<file path="src/hw/rtl/btd_gf64_pkg.sv">
// package with gf(2^64) constants and carry-less multiply helpers for the triple dealer
`timescale 1ns / 1ps

package btd_gf64_pkg;

    localparam int unsigned WordW = 64;
    localparam int unsigned ProdW = 2 * WordW;
    localparam int unsigned PolyW = 5;

    localparam int unsigned FoldW = WordW + PolyW - 1;
    localparam int unsigned SpillW = PolyW - 1;
    localparam int unsigned SpillFoldW = SpillW + PolyW - 1;

    // low part of x^64 + x^4 + x^3 + x + 1
    localparam logic [PolyW-1:0] GfPolyLow = PolyW'((1 << 4) | (1 << 3) | (1 << 1) | 1);

    typedef logic [WordW-1:0] t_word;
    typedef logic [ProdW-1:0] t_prod;

    function automatic t_prod clmul_word(input t_word x, input t_word y);
        t_prod acc;
        acc = '0;
        for (int i = 0; i < WordW; i++) begin
            if (y[i]) begin
                acc = acc ^ (t_prod'(x) << i);
            end
        end
        return acc;
    endfunction

    function automatic logic [FoldW-1:0] fold_high(input t_word h);
        logic [FoldW-1:0] acc;
        acc = '0;
        for (int i = 0; i < PolyW; i++) begin
            if (GfPolyLow[i]) begin
                acc = acc ^ (FoldW'(h) << i);
            end
        end
        return acc;
    endfunction

    function automatic logic [SpillFoldW-1:0] fold_spill(input logic [SpillW-1:0] h);
        logic [SpillFoldW-1:0] acc;
        acc = '0;
        for (int i = 0; i < PolyW; i++) begin
            if (GfPolyLow[i]) begin
                acc = acc ^ (SpillFoldW'(h) << i);
            end
        end
        return acc;
    endfunction

    function automatic t_word gf64_reduce(input t_prod p);
        logic [FoldW-1:0]      f1;
        logic [SpillFoldW-1:0] f2;
        f1 = fold_high(p[ProdW-1:WordW]);
        f2 = fold_spill(f1[FoldW-1:WordW]);
        return p[WordW-1:0] ^ f1[WordW-1:0] ^ WordW'(f2);
    endfunction

endpackage

</file>
<file path="src/hw/rtl/beaver_triple_dealer_gf64.sv">
// beaver triple dealer over gf(2^64): share accumulation, field multiply and result register
`timescale 1ns / 1ps

// Takes one party share beat per cycle while the input is not stalled. The a, b and c
// shares of a bin are XOR-summed into running registers; the beat flagged last_party folds
// in its own a and b, drops its c, and latches the bin totals into a stage register. Once
// the output can load, a combinational carry-less 64x64 multiply and reduction by
// x^64+x^4+x^3+x+1 produce the final party's c share into the result register, so a
// result passes through the stage register and then the result register before it shows
// on the output. Sustained rate is one beat per cycle; the input stalls only while the stage
// register holds a bin and the result register is held by a stalled output.
module beaver_triple_dealer_gf64 (
    input  logic                      i_clk,
    input  logic                      i_rst_n,
    input  logic                      i_in_valid,
    output logic                      o_in_stall,
    input  btd_gf64_pkg::t_word       i_share_a,
    input  btd_gf64_pkg::t_word       i_share_b,
    input  btd_gf64_pkg::t_word       i_share_c,
    input  logic                      i_last_party,
    output logic                      o_out_valid,
    input  logic                      i_out_stall,
    output btd_gf64_pkg::t_word       o_final_c_share
);
    import btd_gf64_pkg::*;

    t_word r_sum_a, r_sum_b, r_sum_c;
    t_word n_sum_a, n_sum_b, n_sum_c;
    logic  r_s1_valid, n_s1_valid;
    t_word r_s1_a, r_s1_b, r_s1_c;
    logic  r_out_valid, n_out_valid;
    t_word r_final_c_share;

    logic  in_acc;
    logic  out_load;
    logic  s1_adv;
    t_word tot_a, tot_b;
    t_prod prod;
    t_word result;

    assign out_load   = !r_out_valid || !i_out_stall;
    assign s1_adv     = r_s1_valid && out_load;
    assign o_in_stall = r_s1_valid && !out_load;
    assign in_acc     = i_in_valid && !o_in_stall;

    assign tot_a = r_sum_a ^ i_share_a;
    assign tot_b = r_sum_b ^ i_share_b;

    assign prod   = clmul_word(r_s1_a, r_s1_b);
    assign result = gf64_reduce(prod) ^ r_s1_c;

    always_comb begin
        n_sum_a     = r_sum_a;
        n_sum_b     = r_sum_b;
        n_sum_c     = r_sum_c;
        n_s1_valid  = r_s1_valid && !s1_adv;
        n_out_valid = r_out_valid && i_out_stall;
        if (in_acc) begin
            if (i_last_party) begin
                n_sum_a    = '0;
                n_sum_b    = '0;
                n_sum_c    = '0;
                n_s1_valid = 1'b1;
            end else begin
                n_sum_a = tot_a;
                n_sum_b = tot_b;
                n_sum_c = r_sum_c ^ i_share_c;
            end
        end
        if (s1_adv) begin
            n_out_valid = 1'b1;
        end
    end

    always_ff @(posedge i_clk) begin
        if (!i_rst_n) begin
            r_sum_a     <= '0;
            r_sum_b     <= '0;
            r_sum_c     <= '0;
            r_s1_valid  <= 1'b0;
            r_out_valid <= 1'b0;
        end else begin
            r_sum_a     <= n_sum_a;
            r_sum_b     <= n_sum_b;
            r_sum_c     <= n_sum_c;
            r_s1_valid  <= n_s1_valid;
            r_out_valid <= n_out_valid;
        end
    end

    always_ff @(posedge i_clk) begin
        if (in_acc && i_last_party) begin
            r_s1_a <= tot_a;
            r_s1_b <= tot_b;
            r_s1_c <= r_sum_c;
        end
        if (s1_adv) begin
            r_final_c_share <= result;
        end
    end

    assign o_out_valid     = r_out_valid;
    assign o_final_c_share = r_final_c_share;

    // sums restart after the last beat of a bin
    a_sums_cleared: assert property (@(posedge i_clk) disable iff (!i_rst_n)
        in_acc && i_last_party |=> r_sum_a == '0 && r_sum_b == '0 && r_sum_c == '0)
        else $error("sums not cleared after last beat");

    // last beat always lands in the stage register
    a_stage_loaded: assert property (@(posedge i_clk) disable iff (!i_rst_n)
        in_acc && i_last_party |=> r_s1_valid)
        else $error("stage register missed a bin");

    // a bin leaving the stage register shows on the output next cycle
    a_stage_to_out: assert property (@(posedge i_clk) disable iff (!i_rst_n)
        s1_adv |=> r_out_valid)
        else $error("result lost between stage and output");

    // a held bin blocks input only while the output is blocked
    a_stall_cause: assert property (@(posedge i_clk) disable iff (!i_rst_n)
        o_in_stall |-> r_s1_valid && r_out_valid && i_out_stall)
        else $error("input stalled without cause");

endmodule
</file>
<file path="config.mk">
export PLATFORM = sky130hd
export DESIGN_NAME = beaver_triple_dealer_gf64
export DESIGN_NICKNAME = d
export VERILOG_FILES = /design/src/hw/rtl/btd_gf64_pkg.sv /design/src/hw/rtl/beaver_triple_dealer_gf64.sv
export SDC_FILE = /design/constraint.sdc
export NUM_CORES = 2
export LEC_CHECK = 0
export CORE_MARGIN = 2
export CORE_UTILIZATION = 55
export DETAILED_ROUTE_END_ITERATION = 10
export DONT_BUFFER_PORTS = 1
export MAX_ROUTING_LAYER = met4
export PLACE_DENSITY = 0.73
export SETUP_SLACK_MARGIN = 0.4
export SYNTH_ARGS = -nofsm -noshare
export SYNTH_HDL_FRONTEND = slang
export SYNTH_SLANG_ARGS = --single-unit
</file>
<file path="constraint.sdc">
create_clock -name i_clk -period 5.83 [get_ports i_clk]
set_clock_uncertainty 0.2 [all_clocks]
set_input_delay 0.583 -clock i_clk [delete_from_list [all_inputs] [get_ports i_clk]]
set_output_delay 0.583 -clock i_clk [all_outputs]
set_load 0.01 [all_outputs]
</file>
After elaboration in Yosys (flattened, before gate mapping):

Index checks and enable logic that the tools add are counted.

* bits in registers: 450
* input port bits: 197
* output and inout port bits: 66

* mux-type cells: 70
* bitwise logic cells: 75
* reductions and logical operators: 12

Operator list (count)
* 128-bit 2-to-1 mux: 63
* 64-bit bitwise XOR: 5
* 64-bit 2-to-1 mux: 4
* 64-bit by 65-bit bitwise XOR with 65-bit output: 2
* 128-bit by 100-bit bitwise XOR with 128-bit output: 1
* 128-bit by 101-bit bitwise XOR with 128-bit output: 1
* 128-bit by 102-bit bitwise XOR with 128-bit output: 1
* 128-bit by 103-bit bitwise XOR with 128-bit output: 1
* 128-bit by 104-bit bitwise XOR with 128-bit output: 1
* 128-bit by 105-bit bitwise XOR with 128-bit output: 1
* 128-bit by 106-bit bitwise XOR with 128-bit output: 1
* 128-bit by 107-bit bitwise XOR with 128-bit output: 1
* 128-bit by 108-bit bitwise XOR with 128-bit output: 1
* 128-bit by 109-bit bitwise XOR with 128-bit output: 1
* 128-bit by 110-bit bitwise XOR with 128-bit output: 1
* 128-bit by 111-bit bitwise XOR with 128-bit output: 1
* 128-bit by 112-bit bitwise XOR with 128-bit output: 1
* 128-bit by 113-bit bitwise XOR with 128-bit output: 1
* 128-bit by 114-bit bitwise XOR with 128-bit output: 1
* 128-bit by 115-bit bitwise XOR with 128-bit output: 1
* 128-bit by 116-bit bitwise XOR with 128-bit output: 1
* 128-bit by 117-bit bitwise XOR with 128-bit output: 1
* 128-bit by 118-bit bitwise XOR with 128-bit output: 1
* 128-bit by 119-bit bitwise XOR with 128-bit output: 1
* other kinds (52): 63

Depth between registers and ports, before layout:

* word-level depth: 135
* depth in mapped cells: 14
* mapped depth without buffers: 8

Least setup slack after synthesis:

No wires, ideal clock.

* path type: input -> register
* start: input port i_out_stall
* end: register r_final_c_share[0], in the netlist o_final_c_share[0], enable pin
* path buffers: 0
* data required time: 5047 ps
* data arrival time: 5252 ps
* setup slack: -205 ps
* cell stages on the path: 1
* cell sequence: a21boi_0

* cells in the longest elaborated chain, start to end: 3

RTL lines
* start, declared: RTL line beaver_triple_dealer_gf64.sv:22 `input logic i_out_stall,`
* 1-bit logical NOT: RTL line beaver_triple_dealer_gf64.sv:41 `assign out_load = !r_out_valid || !i_out_stall;`
* 1-bit logical OR: RTL line beaver_triple_dealer_gf64.sv:41
* 1-bit logical AND: RTL line beaver_triple_dealer_gf64.sv:42 `assign s1_adv = r_s1_valid && out_load;`
* end signal, assigned: RTL line beaver_triple_dealer_gf64.sv:98 `r_final_c_share <= result;`
* end, declared: RTL line beaver_triple_dealer_gf64.sv:32 `t_word r_final_c_share;`

No other way between the ends.
A chain may end at the register's enable or synchronous reset.

Worst setup path in the final report:

* start: register r_s1_a[11]
* end: register r_final_c_share[63], in the netlist o_final_c_share[63] (data pin)

* cells in the longest elaborated chain, start to end: 27

RTL lines
* start, declared: RTL line beaver_triple_dealer_gf64.sv:30 `t_word r_s1_a, r_s1_b, r_s1_c;`
* start signal, assigned: RTL line beaver_triple_dealer_gf64.sv:93 `r_s1_a <= tot_a;`
* 128-bit by 116-bit bitwise XOR with 128-bit output *: RTL line btd_gf64_pkg.sv:25 `acc = acc ^ (t_prod'(x) << i);`
* 128-bit 2-to-1 mux *: RTL line btd_gf64_pkg.sv:24 `if (y[i]) begin`
* 128-bit by 117-bit bitwise XOR with 128-bit output: RTL line btd_gf64_pkg.sv:25
* 128-bit 2-to-1 mux *: RTL line btd_gf64_pkg.sv:24
* 128-bit by 118-bit bitwise XOR with 128-bit output: RTL line btd_gf64_pkg.sv:25
* 128-bit 2-to-1 mux *: RTL line btd_gf64_pkg.sv:24
* 128-bit by 119-bit bitwise XOR with 128-bit output: RTL line btd_gf64_pkg.sv:25
* 128-bit 2-to-1 mux *: RTL line btd_gf64_pkg.sv:24
* (+12 left out)
* 128-bit by 126-bit bitwise XOR with 128-bit output: RTL line btd_gf64_pkg.sv:25
* 128-bit 2-to-1 mux *: RTL line btd_gf64_pkg.sv:24
* 128-bit by 127-bit bitwise XOR with 128-bit output: RTL line btd_gf64_pkg.sv:25
* 128-bit 2-to-1 mux *: RTL line btd_gf64_pkg.sv:24
* 64-bit bitwise XOR *: RTL line btd_gf64_pkg.sv:58 `return p[WordW-1:0] ^ f1[WordW-1:0] ^ WordW'(f2);`
* 64-bit by 8-bit bitwise XOR with 64-bit output *: RTL line btd_gf64_pkg.sv:58
* 64-bit bitwise XOR *: RTL line beaver_triple_dealer_gf64.sv:50 `assign result = gf64_reduce(prod) ^ r_s1_c;`
* net result[63]: RTL line beaver_triple_dealer_gf64.sv:39 `t_word result;`

The timed path passes the listed nets; every way through them passes the cells marked *.

==> metrics.md <==
| Metric | Value |
|---|---|
| Yosys top cell by area | `xnor2_1` |
| Worst hold path type | `in -> reg` |
| Die X | `about 370 um` |
| Critical path's most frequent cell | `xnor2_1` |
| Synth Area in XOR/XNOR | `0.5549` |
| Seq/Total Area, Yosys | `0.1585` |
| Clock period minus worst slack | `between 5 and 6 ns` |
| Slew Viols, Final | `37` |
| R2R setup slack | `0.54 ns` |
| Final Cycle Share | `0.9081` |
| Synth Register Bits | `450` |
| Sw frac | `0.4593` |
| Clock power frac | `0.097` |
| Cell Area, Synth | `between 0.07 and 0.08 mm2` |
| Final Hold Viols | `0` |
| Clock sinks | `between 400 and 500` |
| Worst skew pair latency | `between 0.7 and 0.8 ns` |
| Number of DRC markers after the initial detailed-route iteration | `approximately 14,000` |
| CTS tree | `done` |
| Int Power | `~19,000 uW` |
| Yosys top cell area share | `0.3568` |
| Max VDD drop | `between 500 and 600 uV` |
| Synth Area in Compound Gates | `0.0004626` |
| Crit path max fanout | `29` |
| CTS Hold Bufs | `a little under 200` |
| Post-synth EDFFs | `roughly 260` |
| Failing checks | `max-capacitance violations, max-slew violations` |
| P&R area growth vs syn | `7.742%` |
| Top_reg_cell synth | `edfxtp_1` |
| First-pass iteration count of the detailed router | `10` |
| CTS buffer count | `50` |
| Relative slew slack | `-0.1579` |
| Area contributors post-synth | `xnor2_1, nand2_1, xor2_1` |
| Syn nets | `approximately 11,000` |
| Post-synthesis mux area share | `0.0001542` |
| Count of unique library cells instantiated by Yosys | `25` |
| Largest net degree at the start of global routing | `110` |
| Layout cells sized above 1 | `0.04550` |
| Simple logic cell fraction of the synthesized area | `0.2307` |
| P_sw | `around 16,000 uW` |
| Setup violations, final | `0` |
| Core Rows | `roughly 130` |
| Initial core utilization | `0.5547` |
| Reg power frac | `0.166` |
| Crit path capture type | `register` |
| Worst Hold Depth | `3` |
| Synthesis warning total | `0` |
| Main combinational cell family by area after synthesis | `XOR/XNOR gates` |
| GRT overflow | `0` |
| DRC viols | `0` |
| Arr. time, crit path | `approximately 5.4 ns` |
| Post-detail-place hpwl | `213,100 um` |
| Htree depth | `2` |
| Die height | `approximately 370 um` |
| Slew @ Worst Pin | `~1.7 ns` |
| Worst Path Buf+Inv | `1` |
| Final Wtd Congestion | `1.058` |
| Worst Reg-to-Reg Cells | `9` |
| Vias | `about 75,000` |
| Critical path's top delay family | `XOR/XNOR gates` |
| Pwr Total | `roughly 35,000 uW` |
| Critical Path, Cell by Cell | `buf_4, nand2_1, xnor2_1, xnor2_1, xnor2_1, xnor2_1, xnor2_1, xnor2_1, xnor2_1` |
| Total of max-cap violations | `4` |
| NumNets Final | `approximately 10,000` |
| Antenna Nets Post-Route | `0` |
| Tot GR Track Use | `0.5456` |
| Post-Syn Instances | `approximately 10,000` |
| Setup Crit Path Kind | `reg -> reg` |
| Io pins | `263` |
| CTS max path bufs | `3` |
| Reg clk slew, reported paths | `about 0.06 ns` |
| Post-CTS Resized | `0` |
| Max incr delay on CP | `approximately 1.5 ns` |
| Post-CTS Setup Bufs | `0` |
| Critical Path RT | `~6 ns` |
| WL/cell | `between 30 and 40 um` |
| Slowest-stage cell, CP | `edfxtp_1` |
| Final TNS setup | `0 ns` |
| Leak | `0.03084 uW` |
| Vias in the first global route | `72,620` |
| Die Area | `0.1357 mm2` |
| Routed wire length | `between 300,000 and 400,000 um` |
| RSZ-0062 raised after global routing | `no` |
| Comb pwr share | `0.737` |
| Core area | `between 0.1 and 0.15 mm2` |
| Adder-Cell Fraction of Synth Area | `0` |
| Syn avg cell area | `7.087 um2` |
| Critical path startpoint category | `register` |
| Port Buffers | `0` |
| Vias per inst | `around 6.4` |
| Status | `finished, violations left` |
| CTS root buffer | `clkbuf_16` |
| Critical path depth in cells | `9` |
| First-pass GRT wire length | `between 500,000 and 600,000 um` |
| Peak Freq | `~0.19 GHz` |
| Initial antenna violation count | `25` |
| Ys async rst share | `0` |
| Cell Pwr Density | `between 400 and 500 mW/mm2` |
## worst reg2reg max path: cells and delay by family (launching register included)
kind / cells / cell delay [ns]
XOR/XNOR: 7 / 2.18
buffers and inverters: 1 / 0.82
flip-flops: 1 / 1.50
AND/OR/NAND/NOR: 1 / 0.15
## power groups by stage
stage / Sequential [uW] / Combinational, uW / Clock [uW]
finish: 5870 / 26100 / 3450
detailed placement: 5870 / 24400 / 0
floorplan: 5380 / 17800 / 0
global route: 5860 / 26600 / 3550
global placement: 5870 / 24000 / 0
CTS: 5820 / 24600 / 3450
## per-layer routing
metal	vias to the layer above	global-route usage	share of wire
met1	34480	0.6361	0.33
li1	29880	-	-
met3	3049	0.2347	0.18
met5	-	-	0
met2	7829	0.7261	0.38
met4	0	0.4258	0.11
## path summary, 6_finish.rpt
path	from	endpoint
setup / recovery	r_s1_a[11]	o_final_c_share[63]
hold / removal	i_share_c[44]	r_sum_c[44]
setup reg to reg	r_s1_a[11]	o_final_c_share[63]
hold reg to reg	r_sum_c[37]	r_s1_c[37]
## synthesized netlist by cell type (3+ instances only)
master	instances
xnor2_1	2975
xor2_1	1314
edfxtp_1	256
nand2_1	4289
buf_1	356
buf_2	363
xnor3_1	127
inv_1	3
clkbuf_1	210
dfxtp_1	194
buf_4	8
nor2_1	193
## placed cells by master, fill, tap and decap left out, types with 3 or more instances in the layout
master	instances
clkbuf_16	54
inv_6	5
nand2_1	4288
dfxtp_1	194
xnor2_1	2975
clkbuf_8	6
edfxtp_1	256
clkbuf_1	15
xor2_1	1314
clkinv_2	3
xnor3_1	127
buf_12	73
dlygate4sd3_1	195
inv_8	3
diode_2	29
nor2_1	193
buf_4	296
## sequential cells by signal, indices dropped and copies added (netlist names)
signal           cells
r_s1_valid           1
r_sum_c             64
r_sum_a             64
o_final_c_share     64
r_s1_a              64
r_sum_b             64
r_s1_c              64
o_out_valid          1
r_s1_b              64
## kinds of logic (layout without fill, tap and decap cells)
group / count (synthesis) / after routing
AND/OR/NAND/NOR: 4486 / 4486
XOR/XNOR: 4420 / 4420
buffers and inverters: 942 / 661
flip-flops: 450 / 450
AO/OA/AOI/OAI: 5 / 5
multiplexers: 1 / 1
other: 0 / 29
## layout make-up
cell class              instances  area (um2)
diodes                         29       72.57
clock buffers                  75        1490
clock inverters                19       257.7
fillers                     11670       52960
inverters                       3       15.01
multi-input cells            8912       57440
flip-flops and latches        450       11570
well taps                    1755        2196
repair buffers                564        5635
## through the flow
step                      setup WS (ns)  cells  instance area [um2]    util  hold WS [ns]
after floorplan                   1.307  10300                73020       -        0.2280
after global placement            1.256  11490                74900  0.5690        0.2323
after detailed placement          1.232  11490                74900  0.5690        0.2354
after CTS                         1.216  11780                78590  0.5971      0.006809
after global routing             0.7657  11800                78660  0.5975       0.01218
final                            0.5355  11810                78670  0.5977       0.02293
Note: power is estimated with default switching activity, not from simulation.
